$ cat config.mk
export PLATFORM = sky130hd
export DESIGN_NAME = ggo_mult
export DESIGN_NICKNAME = d
export VERILOG_FILES = /design/src/rtl/granular_grain_oscillator_assert.svh /design/src/rtl/ggo_pkg.sv /design/src/rtl/ggo_mult.sv
export SDC_FILE = /design/constraint.sdc
export NUM_CORES = 2
export LEC_CHECK = 0
export BUFFER_PORTS_ARGS = -buffer_cell sky130_fd_sc_hd__buf_2
export CAP_MARGIN = 0
export CORE_MARGIN = 1.5
export CORE_UTILIZATION = 55
export CTS_BUF_LIST = sky130_fd_sc_hd__clkbuf_2
export DETAILED_ROUTE_END_ITERATION = 10
export PLACE_DENSITY = 0.75
export SYNTH_ARGS = -nofsm -noshare
export SYNTH_HDL_FRONTEND = slang
export SYNTH_SLANG_ARGS = --single-unit
export TNS_END_PERCENT = 20
$ cat constraint.sdc
create_clock -name clk -period 22 [get_ports clk]
set_clock_uncertainty 0.1 [all_clocks]
set_input_delay 2.2 -clock clk [delete_from_list [all_inputs] [get_ports clk]]
set_output_delay 2.2 -clock clk [all_outputs]
set_load 0.01 [all_outputs]
$ cat src/rtl/granular_grain_oscillator_assert.svh
// Assertion macros for the grain oscillator RTL.
// Included by the modules that carry concurrent checks; no other dependencies.
`ifndef GRANULAR_GRAIN_OSCILLATOR_ASSERT_SVH
`define GRANULAR_GRAIN_OSCILLATOR_ASSERT_SVH
`ifndef SYNTHESIS
`define GGO_ASSERT(label, clock, resetn, prop) \
    label: assert property (@(posedge clock) disable iff (!resetn) prop) \
        else $error("ggo assertion failed");
`define GGO_ASSERT_NR(label, clock, prop) \
    label: assert property (@(posedge clock) prop) \
        else $error("ggo assertion failed");
`else
`define GGO_ASSERT(label, clock, resetn, prop)
`define GGO_ASSERT_NR(label, clock, prop)
`endif
`endif

$ cat src/rtl/ggo_pkg.sv
// Shared types and constants for the grain oscillator.
// No dependencies; used by every module in rtl/.
package ggo_pkg;

    localparam int GGO_MAX_GRAINS       = 8;
    localparam int GGO_SINE_POINTS      = 4096;
    localparam int GGO_MAX_OVERSAMPLE   = 8;
    localparam int GGO_PITCH_ROM_POINTS = 1024;

    localparam int MUL_W     = 33;
    localparam int CFG_IDX_W = 3;

    localparam logic [CFG_IDX_W-1:0] CFG_FUND_INC = 3'd0;
    localparam logic [CFG_IDX_W-1:0] CFG_WIN_INC  = 3'd1;
    localparam logic [CFG_IDX_W-1:0] CFG_SCATTER  = 3'd2;
    localparam logic [CFG_IDX_W-1:0] CFG_DENSITY  = 3'd3;
    localparam logic [CFG_IDX_W-1:0] CFG_OS_SHIFT = 3'd4;

    localparam logic [31:0] LCG_MUL  = 32'd1664525;
    localparam logic [31:0] LCG_ADD  = 32'd1013904223;
    localparam logic [31:0] LCG_SEED = 32'h9E3779B9;

    localparam logic [63:0]  HALF_PI_Q30 = 64'd1686629713;
    localparam logic [63:0]  LN2_Q30     = 64'd744261118;
    localparam logic [127:0] NORM_SQ     = 128'd6184752906;

    typedef enum logic [4:0] {
        ST_IDLE,
        ST_CLK_MUL,
        ST_CLK_ADD,
        ST_LCG1_MUL,
        ST_LCG1_W,
        ST_SS_MUL,
        ST_SS_W,
        ST_E_MUL,
        ST_E_W,
        ST_PITCH_RD,
        ST_INC_MUL,
        ST_INC_W,
        ST_LCG2_MUL,
        ST_LCG2_W,
        ST_GAIN_MUL,
        ST_GAIN_W,
        ST_FUND,
        ST_GRAIN,
        ST_WIN_RD,
        ST_WIN_MUL,
        ST_WIN_W,
        ST_WG_MUL,
        ST_WG_W,
        ST_SIN_MUL,
        ST_SIN_W,
        ST_TERM_MUL,
        ST_TERM_W,
        ST_NORM_MUL,
        ST_NORM_W,
        ST_EMIT
    } state_t;

endpackage

$ cat src/rtl/ggo_mult.sv
// Shared signed multiplier with registered product.
// Depends on ggo_pkg for the operand width.
module ggo_mult (
    input  logic                                clk,
    input  logic signed [ggo_pkg::MUL_W-1:0]    a,
    input  logic signed [ggo_pkg::MUL_W-1:0]    b,
    output logic signed [2*ggo_pkg::MUL_W-1:0]  p
);
    import ggo_pkg::*;

    logic signed [2*MUL_W-1:0] p_reg;

    always_ff @(posedge clk)
    begin
        p_reg <= a * b;
    end

    assign p = p_reg;

endmodule

==> flow_metrics.py <==
metrics = {
    "status": {
        "status": "complete, but fails checks",
        "violations": "design-rule violations",
    },
    "clock_network": {
        "cts_resized": 0,
        "hold_buffers": 0,
        "htreeDepth": 3,
        "cts_setup_buffers": 0,
        "cts_tree": "done",
        "clockBufferDepth": 2,
        "cts.sinks": 66,
        "root_buffer": "clkbuf_2",
        "numCtsBuffers": 9,
        "clkTransAtPathRegs_ns": 0.29,
    },
    "floorplan": {
        "chipWidth_um": 275,
        "std_cell_rows": 99,
        "initial_utilization_pct": 55.7,
        "ios": 133,
        "dieArea_sq_mm": 0.0757,
        "core_sq_mm": 0.0731,
        "die_y_um": 275,
    },
    "sta": {
        "fmax_mhz": 102,
        "slew_viol_final": 0,
        "rsz0062_at_grt": "false",
        "hold_viol": 0,
        "setup_viol": 0,
        "finalCriticalPeriod_ns": 9.83,
        "tightest_slew_ns": 1.10,
        "finalCritPeriodShare_pct": 44.7,
        "slew_headroom_pct": 26.6,
        "finalSetupTns_ns": 0,
    },
    "placed_design": {
        "hpwl_um": 85700,
        "port_buffers": 132,
        "place.gp.congestion": 0.913,
    },
    "critical_path": {
        "cp_max_fo": 33,
        "crit_end": "p[62]",
        "critPathCaptureType": "flop",
        "crit_required_ns": 22.52,
        "start_kind": "input pin",
        "worst-setup-path-type": "in2reg",
        "cp.arrival_ns": 10.34,
        "startpoint": "b[9]",
    },
    "layout": {
        "largest_register_ffs": 66,
        "fin_nets": 5703,
        "layout-drive-gt1-share_pct": 4.65,
        "nFillCells": 6387,
        "area_growth_pct": 3.12,
    },
    "detailed_routing": {
        "drc_errors": 14,
        "ant_nets": 0,
        "avgViaCountPerCell": 5.50,
        "dr.pass1.iters": 8,
        "drt-initial-drc-count": 1847,
        "wirelength_um": 104000,
        "wl_per_cell_um": 19.7,
        "vias": 28800,
    },
    "logic_synthesis": {
        "ys_seq_area_share_pct": 3.24,
        "synth.avg_cell_area_sq_um": 9.39,
        "syn-num-nets": 5767,
        "synth_top_cell_by_area": "fa_1",
        "synth.area.top_cells": "fa_1 (56%), inv_1 (10%), and2_1 (8.6%), ha_1 (6.7%), nand2_1 (5.1%)",
        "synth.top_cell.area_share_pct": 56.3,
        "yosys_warnings": 0,
        "syn_inst": 4338,
        "syn-cell-area_sq_mm": 0.0407,
        "synth_cell_types": 80,
        "synth_ff_type": "dfxtp_1",
        "synthArstFlopShare_pct": 0,
        "synth_edf_count": 0,
        "ys_ff_latch": 66,
    },
    "worst_hold_path": {
        "hp-class": "in2reg",
    },
    "job": {
        "drv_cap": 0,
    },
    "grt": {
        "grt-ovfl-total": 0,
        "grt_pass1_vias": 31800,
        "grt_use_total_pct": 29.3,
        "grt_max_degree": 34,
        "grt_pass1_wl_um": 170000,
        "antenna_found_initial": 7,
    },
}
## layout make-up
cell class	count	area [sq um]	area share, %
tap	959	1200	2.86
antenna	5	12.5	0.0298
clock buffer	9	45.0	0.107
timing repair buffer	146	766	1.82
multi-input combinational	2920	34300	81.7
sequential	66	1320	3.15
clock inverter	7	100	0.238
inverter	1131	4250	10.1
## logic make-up after synthesis
logic type	after synthesis	synth area share [%]
DFF	66	3.24
buffers and inverters	1352	12.5
AOI/OAI and AO/OA	219	4.07
and+or+nand+nor	1271	15.8
adders and majority gates	1362	62.9
xor gates and xnor gates	68	1.46
## metal layers
| metal | vias to the layer above | global-route usage (%) | routed length, um |
|---|---|---|---|
| li1 | 12200 | - | - |
| met4 | 2 | 16.7 | 6740 |
| met1 | 15100 | 35.1 | 37000 |
| met3 | 334 | 3.54 | 6070 |
| met5 | - | 0 | 12 |
| met2 | 1151 | 51.1 | 53600 |
## metrics by stage
step	cells	hold slack, ns	setup WS (ns)	instance area [sq um]	utilization, %
2_1_floorplan	4338	2.23	12.46	40700	-
3_3_place_gp	5222	2.49	11.63	41800	57.3
3_5_place_dp	5222	2.49	11.52	41800	57.3
4_1_cts	5238	1.87	12.26	42000	57.5
5_1_grt	5242	1.88	11.81	42000	57.5
6_report	5243	1.94	12.17	42000	57.5
## worst min-delay path by stage
stage                from  endpoint  slack [ns]  cells after the start
CTS                  b[0]      p[0]        1.87                      2
finish               b[0]      p[0]        1.94                      2
detailed placement  p[27]     p[27]        2.49                      1
global route         b[0]      p[0]        1.88                      2
floorplan            a[0]      p[0]        2.23                      1
global placement    p[27]     p[27]        2.49                      1
## Yosys cell counts, types with 4 or more instances
master	instances
fa_1	1145
inv_1	1131
and2_1	562
nand2_1	551
ha_1	217
clkbuf_1	208
nor2_1	68
dfxtp_1	66
a21oi_1	57
xnor2_1	43
a21o_1	36
nand3_1	25
o21ai_0	25
xor2_1	25
nand2b_1	12
buf_2	11
nand4_1	11
o21bai_1	11
a31oi_1	8
a211oi_1	7
nor3_1	7
a211o_1	6
o21a_1	6
o21ai_1	6
and3_1	5
and4_1	5
nor2b_1	5
o211ai_1	4
## worst max-delay path, cell delays in order
cell,delay [ns]
buf_2,0.66
nand2_1,0.29
fa_1,0.68
fa_1,0.44
fa_1,0.57
inv_1,0.07
fa_1,1.24
fa_1,0.59
fa_1,0.50
fa_1,0.49
inv_1,0.05
fa_1,0.47
inv_1,0.04
ha_1,0.43
and3_1,0.20
nand3_1,0.10
nand2b_1,0.24
a2111oi_4,0.36
a211oi_4,0.10
a21o_2,0.26
a21o_1,0.16
a211oi_2,0.16
## cell usage in the layout, fill, tap and decap left out, types with 6 or more instances in the layout
| cell type | netlist | layout |
|---|---|---|
| nand2_1 | 551 | 551 |
| nand3_1 | 25 | 25 |
| a21oi_1 | 57 | 57 |
| inv_1 | 1131 | 1131 |
| nand4_1 | 11 | 11 |
| a31oi_1 | 8 | 8 |
| xnor2_1 | 43 | 43 |
| nor2_1 | 68 | 68 |
| buf_4 | 0 | 14 |
| a211oi_1 | 7 | 7 |
| o21a_1 | 6 | 6 |
| nor3_1 | 7 | 7 |
| o21bai_1 | 11 | 11 |
| fa_1 | 1145 | 1145 |
| ha_1 | 217 | 217 |
| nand2b_1 | 12 | 12 |
| xor2_1 | 25 | 25 |
| clkbuf_2 | 0 | 9 |
| o21ai_0 | 25 | 25 |
| a21o_1 | 36 | 36 |
| o21ai_1 | 6 | 6 |
| dfxtp_1 | 66 | 66 |
| and2_1 | 562 | 562 |
| buf_2 | 11 | 132 |
| a211o_1 | 6 | 6 |
Power is not shown: default switching activity piles up to over one toggle a cycle in this logic, so the estimate is an artifact.
